[config.mk]
export PLATFORM = sky130hd
export DESIGN_NAME = od_command_removal_id_parser_top
export DESIGN_NICKNAME = d
export VERILOG_FILES = /design/src/hdl/odcrp_pkg.sv /design/src/hdl/odcrp_front.sv /design/src/hdl/odcrp_queue.sv /design/src/hdl/odcrp_back.sv /design/src/hdl/od_command_removal_id_parser_top.sv
export SDC_FILE = /design/constraint.sdc
export NUM_CORES = 1
export LEC_CHECK = 0
export ABC_AREA = 1
export BUFFER_PORTS_ARGS = -buffer_cell sky130_fd_sc_hd__buf_2
export CAP_MARGIN = 20
export CORE_ASPECT_RATIO = 1.5
export CORE_MARGIN = 5
export CORE_UTILIZATION = 33
export CTS_CLUSTER_DIAMETER = 120
export CTS_CLUSTER_SIZE = 25
export DETAILED_ROUTE_END_ITERATION = 8
export GPL_ROUTABILITY_DRIVEN = 0
export PLACE_DENSITY = 0.5
export SYNTH_ARGS = -nofsm -noshare
export SYNTH_HDL_FRONTEND = slang
export SYNTH_SLANG_ARGS = --single-unit
[constraint.sdc]
create_clock -name clk -period 3.7 [get_ports clk]
set_clock_uncertainty 0.1 [all_clocks]
set_input_delay 0.185 -clock clk [delete_from_list [all_inputs] [get_ports clk]]
set_output_delay 0.185 -clock clk [all_outputs]
set_load 0.01 [all_outputs]
[src/hdl/odcrp_pkg.sv]
`timescale 1ns / 1ps

package odcrp_pkg;

  // Field widths
  localparam int BYTE_W   = 8;
  localparam int KIND_W   = 3;
  localparam int ID_W     = 16;
  localparam int STATUS_W = 2;
  localparam int SIZE_W   = 28;
  localparam int ADDR_W   = 4;
  localparam int DATA_W   = 32;

  // Longest size field in bytes
  localparam int MAX_SIZE_BYTES = 4;

  // Register indexes (paddr[3:2])
  localparam logic [1:0] REG_OD_TAG   = 2'd0;
  localparam logic [1:0] REG_ESD_TAG  = 2'd1;
  localparam logic [1:0] REG_IPMP_TAG = 2'd2;

  // Tag reset values
  localparam logic [7:0] OD_TAG_RST   = 8'd2;
  localparam logic [7:0] ESD_TAG_RST  = 8'd4;
  localparam logic [7:0] IPMP_TAG_RST = 8'd6;

  // Result kinds
  localparam logic [2:0] KIND_NONE  = 3'd0;
  localparam logic [2:0] KIND_OD    = 3'd1;
  localparam logic [2:0] KIND_OWNER = 3'd2;
  localparam logic [2:0] KIND_ES    = 3'd3;
  localparam logic [2:0] KIND_IPMP  = 3'd4;

  // End-of-command status
  localparam logic [1:0] ST_OK        = 2'd0;
  localparam logic [1:0] ST_BAD_LEN   = 2'd1;
  localparam logic [1:0] ST_SIZE_LONG = 2'd2;
  localparam logic [1:0] ST_SKIPPED   = 2'd3;

  typedef enum logic [1:0] {
    CLS_OTHER,
    CLS_OD,
    CLS_ESD,
    CLS_IPMP
  } cls_t;

  typedef enum logic [1:0] {
    PH_TAG,
    PH_SIZE,
    PH_PAYLOAD
  } phase_t;

  typedef struct packed {
    logic [7:0] data;
    cls_t       cls;
  } q_entry_t;

  typedef struct packed {
    logic empty;
    logic full;
  } q_status_t;

endpackage

[src/hdl/odcrp_front.sv]
`timescale 1ns / 1ps

module odcrp_front (
  input  logic                          clk,
  input  logic                          rst,
  input  logic                          psel,
  input  logic                          penable,
  input  logic                          pwrite,
  input  logic [odcrp_pkg::ADDR_W-1:0]  paddr,
  input  logic [odcrp_pkg::DATA_W-1:0]  pwdata,
  output logic [odcrp_pkg::DATA_W-1:0]  prdata,
  output logic                          pready,
  input  logic                          in_valid,
  output logic                          in_stall,
  input  logic [odcrp_pkg::BYTE_W-1:0]  in_byte,
  input  odcrp_pkg::q_status_t          q_status,
  output logic                          push,
  output odcrp_pkg::q_entry_t           push_entry
);
  import odcrp_pkg::*;

  logic [7:0] od_tag;
  logic [7:0] esd_tag;
  logic [7:0] ipmp_tag;
  logic       wr_en;
  logic [1:0] reg_idx;

  assign pready  = 1'b1;
  assign wr_en   = psel & penable & pwrite & pready;
  assign reg_idx = paddr[3:2];

  // Write the tag registers
  always_ff @(posedge clk) begin
    if (rst) begin
      od_tag   <= OD_TAG_RST;
      esd_tag  <= ESD_TAG_RST;
      ipmp_tag <= IPMP_TAG_RST;
    end else if (wr_en) begin
      unique case (reg_idx)
        REG_OD_TAG:   od_tag   <= pwdata[7:0];
        REG_ESD_TAG:  esd_tag  <= pwdata[7:0];
        REG_IPMP_TAG: ipmp_tag <= pwdata[7:0];
        default: ;
      endcase
    end
  end

  // Read back the tag registers
  always_comb begin
    unique case (reg_idx)
      REG_OD_TAG:   prdata = {24'd0, od_tag};
      REG_ESD_TAG:  prdata = {24'd0, esd_tag};
      REG_IPMP_TAG: prdata = {24'd0, ipmp_tag};
      default:      prdata = '0;
    endcase
  end

  // Classify every byte as if it were a tag; OD wins over ESD over IPMP
  always_comb begin
    push_entry.data = in_byte;
    if (in_byte == od_tag) begin
      push_entry.cls = CLS_OD;
    end else if (in_byte == esd_tag) begin
      push_entry.cls = CLS_ESD;
    end else if (in_byte == ipmp_tag) begin
      push_entry.cls = CLS_IPMP;
    end else begin
      push_entry.cls = CLS_OTHER;
    end
  end

  // Hold the stream while the queue is full
  assign in_stall = q_status.full;
  assign push     = in_valid & ~q_status.full;

endmodule

[src/hdl/odcrp_queue.sv]
`timescale 1ns / 1ps

module odcrp_queue #(
  parameter int DEPTH = 4
) (
  input  logic                 clk,
  input  logic                 rst,
  input  logic                 push,
  input  odcrp_pkg::q_entry_t  push_entry,
  input  logic                 pop,
  output odcrp_pkg::q_entry_t  pop_entry,
  output odcrp_pkg::q_status_t q_status
);
  import odcrp_pkg::*;

  localparam int PTR_W = (DEPTH > 1) ? $clog2(DEPTH) : 1;
  localparam int CNT_W = $clog2(DEPTH + 1);

  q_entry_t         entries [DEPTH];
  logic [PTR_W-1:0] wr_ptr;
  logic [PTR_W-1:0] rd_ptr;
  logic [CNT_W-1:0] count;
  logic             do_push;
  logic             do_pop;

  assign q_status.empty = (count == '0);
  assign q_status.full  = (count == CNT_W'(DEPTH));
  assign do_push        = push & ~q_status.full;
  assign do_pop         = pop & ~q_status.empty;
  assign pop_entry      = entries[rd_ptr];

  // Store the request
  always_ff @(posedge clk) begin
    if (do_push) begin
      entries[wr_ptr] <= push_entry;
    end
  end

  // Advance pointers and occupancy
  always_ff @(posedge clk) begin
    if (rst) begin
      wr_ptr <= '0;
      rd_ptr <= '0;
      count  <= '0;
    end else begin
      if (do_push) begin
        wr_ptr <= (wr_ptr == PTR_W'(DEPTH - 1)) ? '0 : wr_ptr + 1'b1;
      end
      if (do_pop) begin
        rd_ptr <= (rd_ptr == PTR_W'(DEPTH - 1)) ? '0 : rd_ptr + 1'b1;
      end
      if (do_push && !do_pop) begin
        count <= count + 1'b1;
      end else if (do_pop && !do_push) begin
        count <= count - 1'b1;
      end
    end
  end

endmodule

[src/hdl/odcrp_back.sv]
`timescale 1ns / 1ps

module odcrp_back (
  input  logic                            clk,
  input  logic                            rst,
  input  odcrp_pkg::q_entry_t             pop_entry,
  input  odcrp_pkg::q_status_t            q_status,
  output logic                            pop,
  output logic                            out_valid,
  input  logic                            out_stall,
  output logic [odcrp_pkg::KIND_W-1:0]    kind,
  output logic [odcrp_pkg::ID_W-1:0]      id_value,
  output logic [odcrp_pkg::BYTE_W-1:0]    cmd_tag,
  output logic                            cmd_last,
  output logic [odcrp_pkg::STATUS_W-1:0]  cmd_status,
  output logic [odcrp_pkg::SIZE_W-1:0]    payload_size
);
  import odcrp_pkg::*;

  // Parser state
  phase_t      phase, phase_next;
  cls_t        held_cls, held_cls_next;
  logic [7:0]  held_tag, held_tag_next;
  logic [27:0] size_accum, size_accum_next;
  logic [2:0]  size_bytes_seen, size_bytes_seen_next;
  logic [27:0] bytes_left, bytes_left_next;
  logic [16:0] bit_accum, bit_accum_next;
  logic [4:0]  bits_held, bits_held_next;
  logic [1:0]  payload_index, payload_index_next;

  // Result of the current byte
  logic        res_valid;
  logic [2:0]  res_kind;
  logic [15:0] res_id;
  logic        res_last;
  logic [1:0]  res_status;

  // Working values
  logic [7:0]  b;
  logic [27:0] size_shift;
  logic [2:0]  seen_inc;
  logic [27:0] left_dec;
  logic        last;
  logic [16:0] od_acc;
  logic [4:0]  od_bits;
  logic [4:0]  od_rem;
  logic [16:0] od_shift;
  logic [16:0] od_mask;

  assign b   = pop_entry.data;
  assign pop = ~q_status.empty & (~out_valid | ~out_stall);

  assign size_shift = {size_accum[20:0], b[6:0]};
  assign seen_inc   = size_bytes_seen + 3'd1;
  assign left_dec   = (bytes_left != '0) ? bytes_left - 28'd1 : '0;
  assign last       = (left_dec == '0);

  // Bit packer for 10-bit object descriptor ids
  assign od_acc   = {bit_accum[8:0], b};
  assign od_bits  = bits_held + 5'd8;
  assign od_rem   = od_bits - 5'd10;
  assign od_shift = od_acc >> od_rem;
  assign od_mask  = (17'd1 << od_rem) - 17'd1;

  // Next parser state and result of one byte
  always_comb begin
    phase_next           = phase;
    held_cls_next        = held_cls;
    held_tag_next        = held_tag;
    size_accum_next      = size_accum;
    size_bytes_seen_next = size_bytes_seen;
    bytes_left_next      = bytes_left;
    bit_accum_next       = bit_accum;
    bits_held_next       = bits_held;
    payload_index_next   = payload_index;
    res_valid            = 1'b0;
    res_kind             = KIND_NONE;
    res_id               = '0;
    res_last             = 1'b0;
    res_status           = ST_OK;

    unique case (phase)
      PH_SIZE: begin
        size_accum_next      = size_shift;
        size_bytes_seen_next = seen_inc;
        if (b[7]) begin
          // Continuation set on the last allowed size byte ends the command
          if (seen_inc >= 3'(MAX_SIZE_BYTES)) begin
            phase_next = PH_TAG;
            res_valid  = 1'b1;
            res_last   = 1'b1;
            res_status = ST_SIZE_LONG;
          end
        end else if (size_shift == '0) begin
          // Empty payload ends the command here
          phase_next = PH_TAG;
          res_valid  = 1'b1;
          res_last   = 1'b1;
          unique case (held_cls)
            CLS_OTHER: res_status = ST_SKIPPED;
            CLS_ESD:   res_status = ST_BAD_LEN;
            default:   res_status = ST_OK;
          endcase
        end else begin
          phase_next         = PH_PAYLOAD;
          bytes_left_next    = size_shift;
          bit_accum_next     = '0;
          bits_held_next     = '0;
          payload_index_next = '0;
        end
      end

      PH_PAYLOAD: begin
        bytes_left_next = left_dec;
        res_last        = last;
        if (last) begin
          phase_next = PH_TAG;
        end
        unique case (held_cls)
          CLS_OD: begin
            if (od_bits >= 5'd10) begin
              bits_held_next = od_rem;
              bit_accum_next = od_acc & od_mask;
              res_valid      = 1'b1;
              res_kind       = KIND_OD;
              res_id         = {6'd0, od_shift[9:0]};
              res_status     = (od_rem >= 5'd8) ? ST_BAD_LEN : ST_OK;
            end else begin
              bits_held_next = od_bits;
              bit_accum_next = od_acc;
              res_valid      = last;
              res_status     = (od_bits >= 5'd8) ? ST_BAD_LEN : ST_OK;
            end
          end
          CLS_ESD: begin
            case (payload_index)
              2'd0: begin
                bit_accum_next     = {9'd0, b};
                payload_index_next = 2'd1;
                res_valid          = last;
                res_status         = ST_BAD_LEN;
              end
              2'd1: begin
                payload_index_next = 2'd2;
                res_valid          = 1'b1;
                res_kind           = KIND_OWNER;
                res_id             = {6'd0, bit_accum[7:0], b[7:6]};
              end
              2'd2: begin
                bit_accum_next     = {9'd0, b};
                payload_index_next = 2'd3;
                res_valid          = last;
              end
              default: begin
                payload_index_next = 2'd2;
                res_valid          = 1'b1;
                res_kind           = KIND_ES;
                res_id             = {bit_accum[7:0], b};
              end
            endcase
          end
          CLS_IPMP: begin
            res_valid = 1'b1;
            res_kind  = KIND_IPMP;
            res_id    = {8'd0, b};
          end
          default: begin
            res_valid  = last;
            res_status = ST_SKIPPED;
          end
        endcase
      end

      default: begin
        // Waiting for tag; the unused phase code lands here too
        held_tag_next        = b;
        held_cls_next        = pop_entry.cls;
        size_accum_next      = '0;
        size_bytes_seen_next = '0;
        bytes_left_next      = '0;
        bit_accum_next       = '0;
        bits_held_next       = '0;
        payload_index_next   = '0;
        phase_next           = PH_SIZE;
      end
    endcase
  end

  // Phase register
  always_ff @(posedge clk) begin
    if (rst) begin
      phase <= PH_TAG;
    end else if (pop) begin
      phase <= phase_next;
    end
  end

  // Parser working registers
  always_ff @(posedge clk) begin
    if (rst) begin
      held_cls        <= CLS_OTHER;
      held_tag        <= '0;
      size_accum      <= '0;
      size_bytes_seen <= '0;
      bytes_left      <= '0;
      bit_accum       <= '0;
      bits_held       <= '0;
      payload_index   <= '0;
    end else if (pop) begin
      held_cls        <= held_cls_next;
      held_tag        <= held_tag_next;
      size_accum      <= size_accum_next;
      size_bytes_seen <= size_bytes_seen_next;
      bytes_left      <= bytes_left_next;
      bit_accum       <= bit_accum_next;
      bits_held       <= bits_held_next;
      payload_index   <= payload_index_next;
    end
  end

  // Output register: load a new result, drop it once taken
  always_ff @(posedge clk) begin
    if (rst) begin
      out_valid <= 1'b0;
    end else if (pop && res_valid) begin
      out_valid <= 1'b1;
    end else if (!out_stall) begin
      out_valid <= 1'b0;
    end
  end

  always_ff @(posedge clk) begin
    if (pop && res_valid) begin
      kind         <= res_kind;
      id_value     <= res_id;
      cmd_tag      <= held_tag;
      cmd_last     <= res_last;
      cmd_status   <= res_last ? res_status : ST_OK;
      payload_size <= size_accum_next;
    end
  end

endmodule

[src/hdl/od_command_removal_id_parser_top.sv]
// Removal command parser: one stream byte per cycle sustained while out_stall
// does not hold the output. Each byte is written into the queue, then the back
// end's parser step consumes it and loads any result into the output register.
// The parser takes a new byte whenever its output register is empty or taken.
// Reset (rst, synchronous, active high): tags to 2/4/6, parser waits for a
// tag, queue and output register empty.
`timescale 1ns / 1ps

module od_command_removal_id_parser_top #(
  parameter int QUEUE_DEPTH = 4
) (
  input  logic                            clk,
  input  logic                            rst,
  input  logic                            psel,
  input  logic                            penable,
  input  logic                            pwrite,
  input  logic [odcrp_pkg::ADDR_W-1:0]    paddr,
  input  logic [odcrp_pkg::DATA_W-1:0]    pwdata,
  output logic [odcrp_pkg::DATA_W-1:0]    prdata,
  output logic                            pready,
  input  logic                            in_valid,
  output logic                            in_stall,
  input  logic [odcrp_pkg::BYTE_W-1:0]    in_byte,
  output logic                            out_valid,
  input  logic                            out_stall,
  output logic [odcrp_pkg::KIND_W-1:0]    kind,
  output logic [odcrp_pkg::ID_W-1:0]      id_value,
  output logic [odcrp_pkg::BYTE_W-1:0]    cmd_tag,
  output logic                            cmd_last,
  output logic [odcrp_pkg::STATUS_W-1:0]  cmd_status,
  output logic [odcrp_pkg::SIZE_W-1:0]    payload_size
);
  import odcrp_pkg::*;

  q_status_t q_status;
  q_entry_t  push_entry;
  q_entry_t  pop_entry;
  logic      push;
  logic      pop;

  odcrp_front u_front (
    .clk        (clk),
    .rst        (rst),
    .psel       (psel),
    .penable    (penable),
    .pwrite     (pwrite),
    .paddr      (paddr),
    .pwdata     (pwdata),
    .prdata     (prdata),
    .pready     (pready),
    .in_valid   (in_valid),
    .in_stall   (in_stall),
    .in_byte    (in_byte),
    .q_status   (q_status),
    .push       (push),
    .push_entry (push_entry)
  );

  odcrp_queue #(
    .DEPTH (QUEUE_DEPTH)
  ) u_queue (
    .clk        (clk),
    .rst        (rst),
    .push       (push),
    .push_entry (push_entry),
    .pop        (pop),
    .pop_entry  (pop_entry),
    .q_status   (q_status)
  );

  odcrp_back u_back (
    .clk          (clk),
    .rst          (rst),
    .pop_entry    (pop_entry),
    .q_status     (q_status),
    .pop          (pop),
    .out_valid    (out_valid),
    .out_stall    (out_stall),
    .kind         (kind),
    .id_value     (id_value),
    .cmd_tag      (cmd_tag),
    .cmd_last     (cmd_last),
    .cmd_status   (cmd_status),
    .payload_size (payload_size)
  );

endmodule

==> impl_metrics.yaml, run 1 <==
detailed_routing:
  via_count: 9935
  first_pass_iters: 5
  viasPerCell: 4.97
  post_drt_wl_per_cell_um: 16.8
  ant_nets: 0
  drc: 0
  wl_um: 33600
  drt_iter0_markers: 497
die:
  num_rows: 83
  pin_count: 144
  die_y_um: 237
  fp.dieW_um: 162
  fp.dieArea_mm2: 0.0383
  core_area_mm2: 0.0342
  start_util: 0.333
clock_network:
  cts_tree: "yes"
  post_cts_buffers: 0
  cts_sinks: 218
  cts-buffers-inserted: 12
  root_buffer: "clkbuf_16"
  clkTransAtPathRegs_ns: 0.11
  htreeDepth: 1
  cts_buffer_depth: 3
  clk_latency_ns: 0.48
logic_synthesis:
  syn_inst: 1487
  ys_types: 53
  async_reset_ff_frac: 0
  synth_ff_type: "dfxtp_1"
  synth_edf_count: 98
  synth_area_per_cell_um2: 7.64
  yosysWarnings: 0
  synth.yosys.seq_area_share: 0.470
  synth-seq-cells: 218
  syn_area_mm2: 0.0114
timing:
  tns_ns: 0
  hold_ws_ns: 0.118
  final_max_slew_viol_count: 0
  rsz0062_at_grt: "false"
  tightest_slew_ns: 0.961
  hold_viol_final: 0
  fmax_ghz: 0.312
  setup_viol: 0
  timing.final.crit_share: 0.868
  max_slew_margin: 0.357
  worst_slack_ns: 0.490
  fin_crit_ns: 3.21
layout:
  fillCellCount: 3540
  diodes: 0
  final_area_mm2: 0.0127
  layout_common_cells: "nand2_1 (347), nor2_1 (191), inv_1 (138)"
  drive_above_1_share: 0.109
  final_util: 0.372
  fin_nets: 1640
  layout.cells.most_common: "nand2_1"
  syn2layout_area_growth_pct: 11.9
setup_path:
  required_ns: 3.76
  cp_data_arrival_time_ns: 3.27
  cp-end-kind: "register"
  critPathMaxFanout: 41
  path_class: "register to register"
  start_kind: "register"
power_and_ir_drop:
  p_sw_mw: 4.31
  p_per_area_mw_per_mm2: 720
  p_sw_frac: 0.471
  pwr-share-clk: 0.157
  p_int_mw: 4.84
  leakage_nw: 5.18
  power_frac_seq: 0.347
  vdd_ir_drop_max_v: 0.000262
  p_comb_frac: 0.496
global_routing:
  grt_pass1_vias: 9606
  grt_overflow_total: 0
  grt_use_total: 0.170
  grt_max_degree: 46
  grt_first_pass_wirelength_um: 52100
  antenna_found_initial: 0
outcome:
  status: "completed"
placed_design:
  io_buffers: 92
  dp_hpwl_um: 25000
  post-place-ws_ns: 0.497
  placed_cell_area_mm2: 0.0122
worst_hold_path:
  min_path_type: "input port to register"
run:
  max_cap_viol_count: 0
power by group through the flow:
stage                     combinational (mW)  clock, mW  sequential (mW)
after floorplan                         3.23          0             3.15
after global placement                  4.51          0             3.21
after detailed placement                4.52          0             3.22
after CTS                               4.55       1.49             3.17
after global routing                    5.10       1.58             3.22
final                                   4.54       1.44             3.17
Yosys cell counts, types with 3 or more instances:
cell      instances  area share
a211oi_1          5      0.0033
inv_1           140       0.046
ha_1             18       0.020
edfxtp_1         98        0.26
nor3_1           18      0.0079
buf_4            25       0.017
nor2_1          191       0.063
o31ai_1           7      0.0046
o22ai_1          13      0.0072
o21ai_0         127       0.056
o21ai_1           3      0.0013
nor2_2            3      0.0017
nand3_1          70       0.031
a31oi_1          10      0.0055
a21oi_2          10      0.0077
clkbuf_1         43       0.014
nand2_2          12      0.0066
o211ai_1          7      0.0046
a21oi_1         116       0.051
inv_2             6      0.0020
buf_6             5      0.0050
nand2_1         347        0.11
nor4_1            3      0.0017
nand4_1          18      0.0099
xor2_1            8      0.0062
o221ai_1          7      0.0054
buf_1             4      0.0013
dfxtp_1         120        0.21
clkinv_1          5      0.0017
buf_2            10      0.0044
xnor2_1           8      0.0062
what timing repair did:
| action | 4_1_cts | 5_1_grt |
|---|---|---|
| hold buffers | 16 | 0 |
| endpoints found under the hold margin | 56 | 0 |
| gates resized for setup | 0 | 0 |
per-layer routing:
metal,vias to the layer above,part of all wire,global-route usage
met5,-,0,0
met4,0,0.042,0.0717
met3,76,0.045,0.0206
met2,276,0.54,0.327
met1,4548,0.37,0.185
li1,5035,-,-
per-stage QoR:
| step | power (mW) | instances |
|---|---|---|
| after global placement | 7.72 | 1965 |
| after detailed placement | 7.74 | 1965 |
| after CTS | 9.21 | 1999 |
| final | 9.15 | 1999 |
| after global routing | 9.90 | 1999 |
| after floorplan | 6.38 | 1511 |
critical path, cell delays in order (launching register included):
cell     delay [ns]
dfxtp_1        0.35
inv_1          0.12
ha_1           0.18
inv_1          0.04
nor3_1         0.20
nand2_1        0.09
nor2_1         0.10
nand2_1        0.34
nand3_1        0.30
nand2_1        0.07
nor2_1         0.14
nand2_1        0.10
nor2_1         0.14
nand4_1        0.09
nand2_1        0.08
nand2_1        0.08
inv_2          0.09
buf_12         0.21
registers in the layout (all words and copies together) (netlist names), 9 cells and up, named ones only:
register and flops:
u_back.id_value 16, u_back.payload_size 28, u_back.bytes_left 28, u_back.size_accum 28
u_back.bit_accum 9, u_queue.entries 40
kinds of logic (layout without fill, tap and decap cells):
| kind of cell | count (synthesis) | in the layout | synth area share |
|---|---|---|---|
| adders and majority gates | 19 | 19 | 0.0216 |
| buffers and inverters | 238 | 301 | 0.0913 |
| AOI/OAI and AO/OA | 319 | 319 | 0.157 |
| DFF | 218 | 218 | 0.470 |
| other | 2 | 26 | 0.000661 |
| and+or+nand+nor | 675 | 675 | 0.246 |
| xor gates and xnor gates | 16 | 16 | 0.0123 |
final timing paths:
check                             from                 to  slack [ns]  cells past startpoint
hold reg to reg     u_back.held_tag[0]  u_back.cmd_tag[0]        0.33                      0
hold / removal                in_valid  u_queue.wr_ptr[1]        0.12                      5
setup / recovery  u_back.bytes_left[0]     u_back.kind[2]        0.49                     17
setup reg to reg  u_back.bytes_left[0]     u_back.kind[2]        0.49                     17
layout make-up:
| class | instances | area (µm²) | share of cell area |
|---|---|---|---|
| sequential | 218 | 5350 | 0.420 |
| timing repair buffer | 132 | 838 | 0.0659 |
| clock inverter | 1 | 8.76 | 0.000689 |
| tap | 425 | 532 | 0.0418 |
| inverter | 151 | 567 | 0.0446 |
| clock buffer | 17 | 340 | 0.0268 |
| multi-input combinational | 1055 | 5090 | 0.400 |
(Power assumes the default switching activity.)
==> run 2: changes to the inputs <==
--- a/config.mk
+++ b/config.mk
@@ -16,6 +16,7 @@
 export DETAILED_ROUTE_END_ITERATION = 8
 export GPL_ROUTABILITY_DRIVEN = 0
 export PLACE_DENSITY = 0.5
+export RECOVER_POWER = 100
 export SYNTH_ARGS = -nofsm -noshare
 export SYNTH_HDL_FRONTEND = slang
 export SYNTH_SLANG_ARGS = --single-unit
==> run 2 against run 1 <==
Compared with the run above: the flow now finishes with violations (capacitance limit, slew limit); non-clock buffer count is the same; power shrank 1.0%; routed wire length grew 0.18%; register-to-register slack lost 0.07 ns; sequential share of layout area grew 0.66 points; sequential power is essentially flat; global-route usage is the same; count of clock-buffer cells in the layout is the same; design area shrank 1.6%.
==> impl_metrics.yaml, run 2 (synthesized netlist as in run 1, its figures left out) <==
die:
  start_util: 0.333
  core_area_mm2: 0.0342
  fp.dieArea_mm2: 0.0383
  pin_count: 144
  die_y_um: 237
  num_rows: 83
  fp.dieW_um: 162
layout:
  drive_above_1_share: 0.0470
  layout.cells.most_common: "nand2_1"
  final_area_mm2: 0.0125
  diodes: 0
  syn2layout_area_growth_pct: 10.2
  top_register: "u_queue.entries"
  fin_nets: 1640
  largest_register_ffs: 40
  layout_common_cells: "nand2_1 (349), nor2_1 (191), inv_1 (143)"
clock_network:
  cts_buffer_depth: 3
  clkTransAtPathRegs_ns: 0.10
  clk_latency_ns: 0.48
  post_cts_buffers: 0
  htreeDepth: 1
  cts_resized: 0
  cts_sinks: 218
  cts-buffers-inserted: 12
  cts_tree: "yes"
  root_buffer: "clkbuf_16"
global_routing:
  grt_use_total: 0.170
  antenna_found_initial: 0
  grt_pass1_vias: 9606
  grt_first_pass_wirelength_um: 52100
  grt_max_degree: 46
  grt_overflow_total: 0
power_and_ir_drop:
  p_total_mw: 9.06
  p_per_area_mw_per_mm2: 723
  leakage_nw: 4.88
  vdd_ir_drop_max_v: 0.000260
timing:
  rsz0062_at_grt: "false"
  tns_ns: 0
  setup_viol: 0
  timing.final.crit_share: 0.886
  hold_ws_ns: 0.121
  fin_crit_ns: 3.28
  tightest_slew_ns: 2.02
  fmax_ghz: 0.305
  final_max_slew_viol_count: 75
  hold_viol_final: 0
  max_slew_margin: -0.348
setup_path:
  crit_top_cell: "nand2_1"
  worstPathCellList: "clkinv_1 -> nand3_1 -> nand2_1 -> inv_1 -> nor3_1 -> nand3_1 -> nand2_1 -> nand2_4 -> nand2_1 -> nor2_4 -> clkbuf_2 -> nand2_1 -> a21oi_2"
  required_ns: 4.01
  r2r_setup_slack_ns: 0.42
  cp_data_arrival_time_ns: 3.59
  slowest_stage: "clkbuf_2"
  critPathMaxStageDelay_ns: 0.52
  cp-end-kind: "register"
  path_class: "register to register"
  start_kind: "register"
  critPathMaxFanout: 28
detailed_routing:
  wl_um: 33700
  drc: 0
  ant_nets: 0
  via_count: 9926
  post_drt_wl_per_cell_um: 16.8
  first_pass_iters: 6
  drt_iter0_markers: 508
  viasPerCell: 4.97
outcome:
  status: "complete, but fails checks"
  violations: "capacitance limit, slew limit"
worst_hold_path:
  min_path_type: "input port to register"
placed_design:
  dp_hpwl_um: 25000
  placed_cell_area_mm2: 0.0122
  io_buffers: 92
run:
  max_cap_viol_count: 2
==> run 2: cell types whose count changed in the layout (fill, tap and decap cells not counted), moves of 3 or more <==
cell,change
clkbuf_1,+85
buf_2,-77
buf_4,-10
inv_1,+5
inv_2,-5
a21oi_1,+4
a21oi_2,-4
clkbuf_2,+3
==> run 2: power by group <==
group	internal [mW]	switching, mW	total [mW]
sequential	2.91	0.259	3.17
combinational	1.21	3.24	4.45
clock	0.654	0.787	1.44
total	4.77	4.28	9.06
==> run 2: what timing repair did <==
item | CTS | global route
endpoints found under the hold margin | 56 | 0
setup endpoints to repair | 0 | 0
hold buffers | 16 | 0
==> run 2: area by class of cell <==
type | instances | area, µm²
Timing Repair Buffer | 132 | 679
Clock inverter | 1 | 8.76
Clock buffer | 17 | 340
Inverter | 151 | 567
Fill cell | 3588 | 21600
Multi-Input combinational cell | 1055 | 5050
Tap cell | 425 | 532
Sequential cell | 218 | 5350
==> run 2: per-layer routing <==
layer / vias to the layer above / global-route usage / share of wire
met1: 4567 / 0.185 / 0.38
met2: 249 / 0.327 / 0.54
met5: - / 0 / 0
li1: 5027 / - / -
met3: 83 / 0.0206 / 0.039
met4: 0 / 0.0717 / 0.047
==> run 2: per-stage QoR <==
step / util / std cells / setup slack [ns]
after global placement: 0.357 / 1965 / 0.494
after detailed placement: 0.357 / 1965 / 0.497
after CTS: 0.372 / 1999 / 0.469
after global routing: 0.366 / 1999 / 0.0755
final: 0.366 / 1999 / 0.420
after floorplan: - / 1511 / 0.246
==> run 2: worst max-delay path: cells and delay by family (launching register included) <==
kind	cells	cell delay, ns
buf+inv	3	1.11
simple gates	9	1.40
compound gates	1	0.14
flops	1	0.44
==> run 2: worst paths after layout <==
check | depth (start not counted) | endpoint | start
setup / recovery | 13 | u_back.bytes_left[18] | register
hold / removal | 5 | u_queue.wr_ptr[1] | in_valid
setup reg to reg | 13 | u_back.bytes_left[18] | register
hold reg to reg | 0 | u_back.cmd_tag[0] | u_back.held_tag[0]
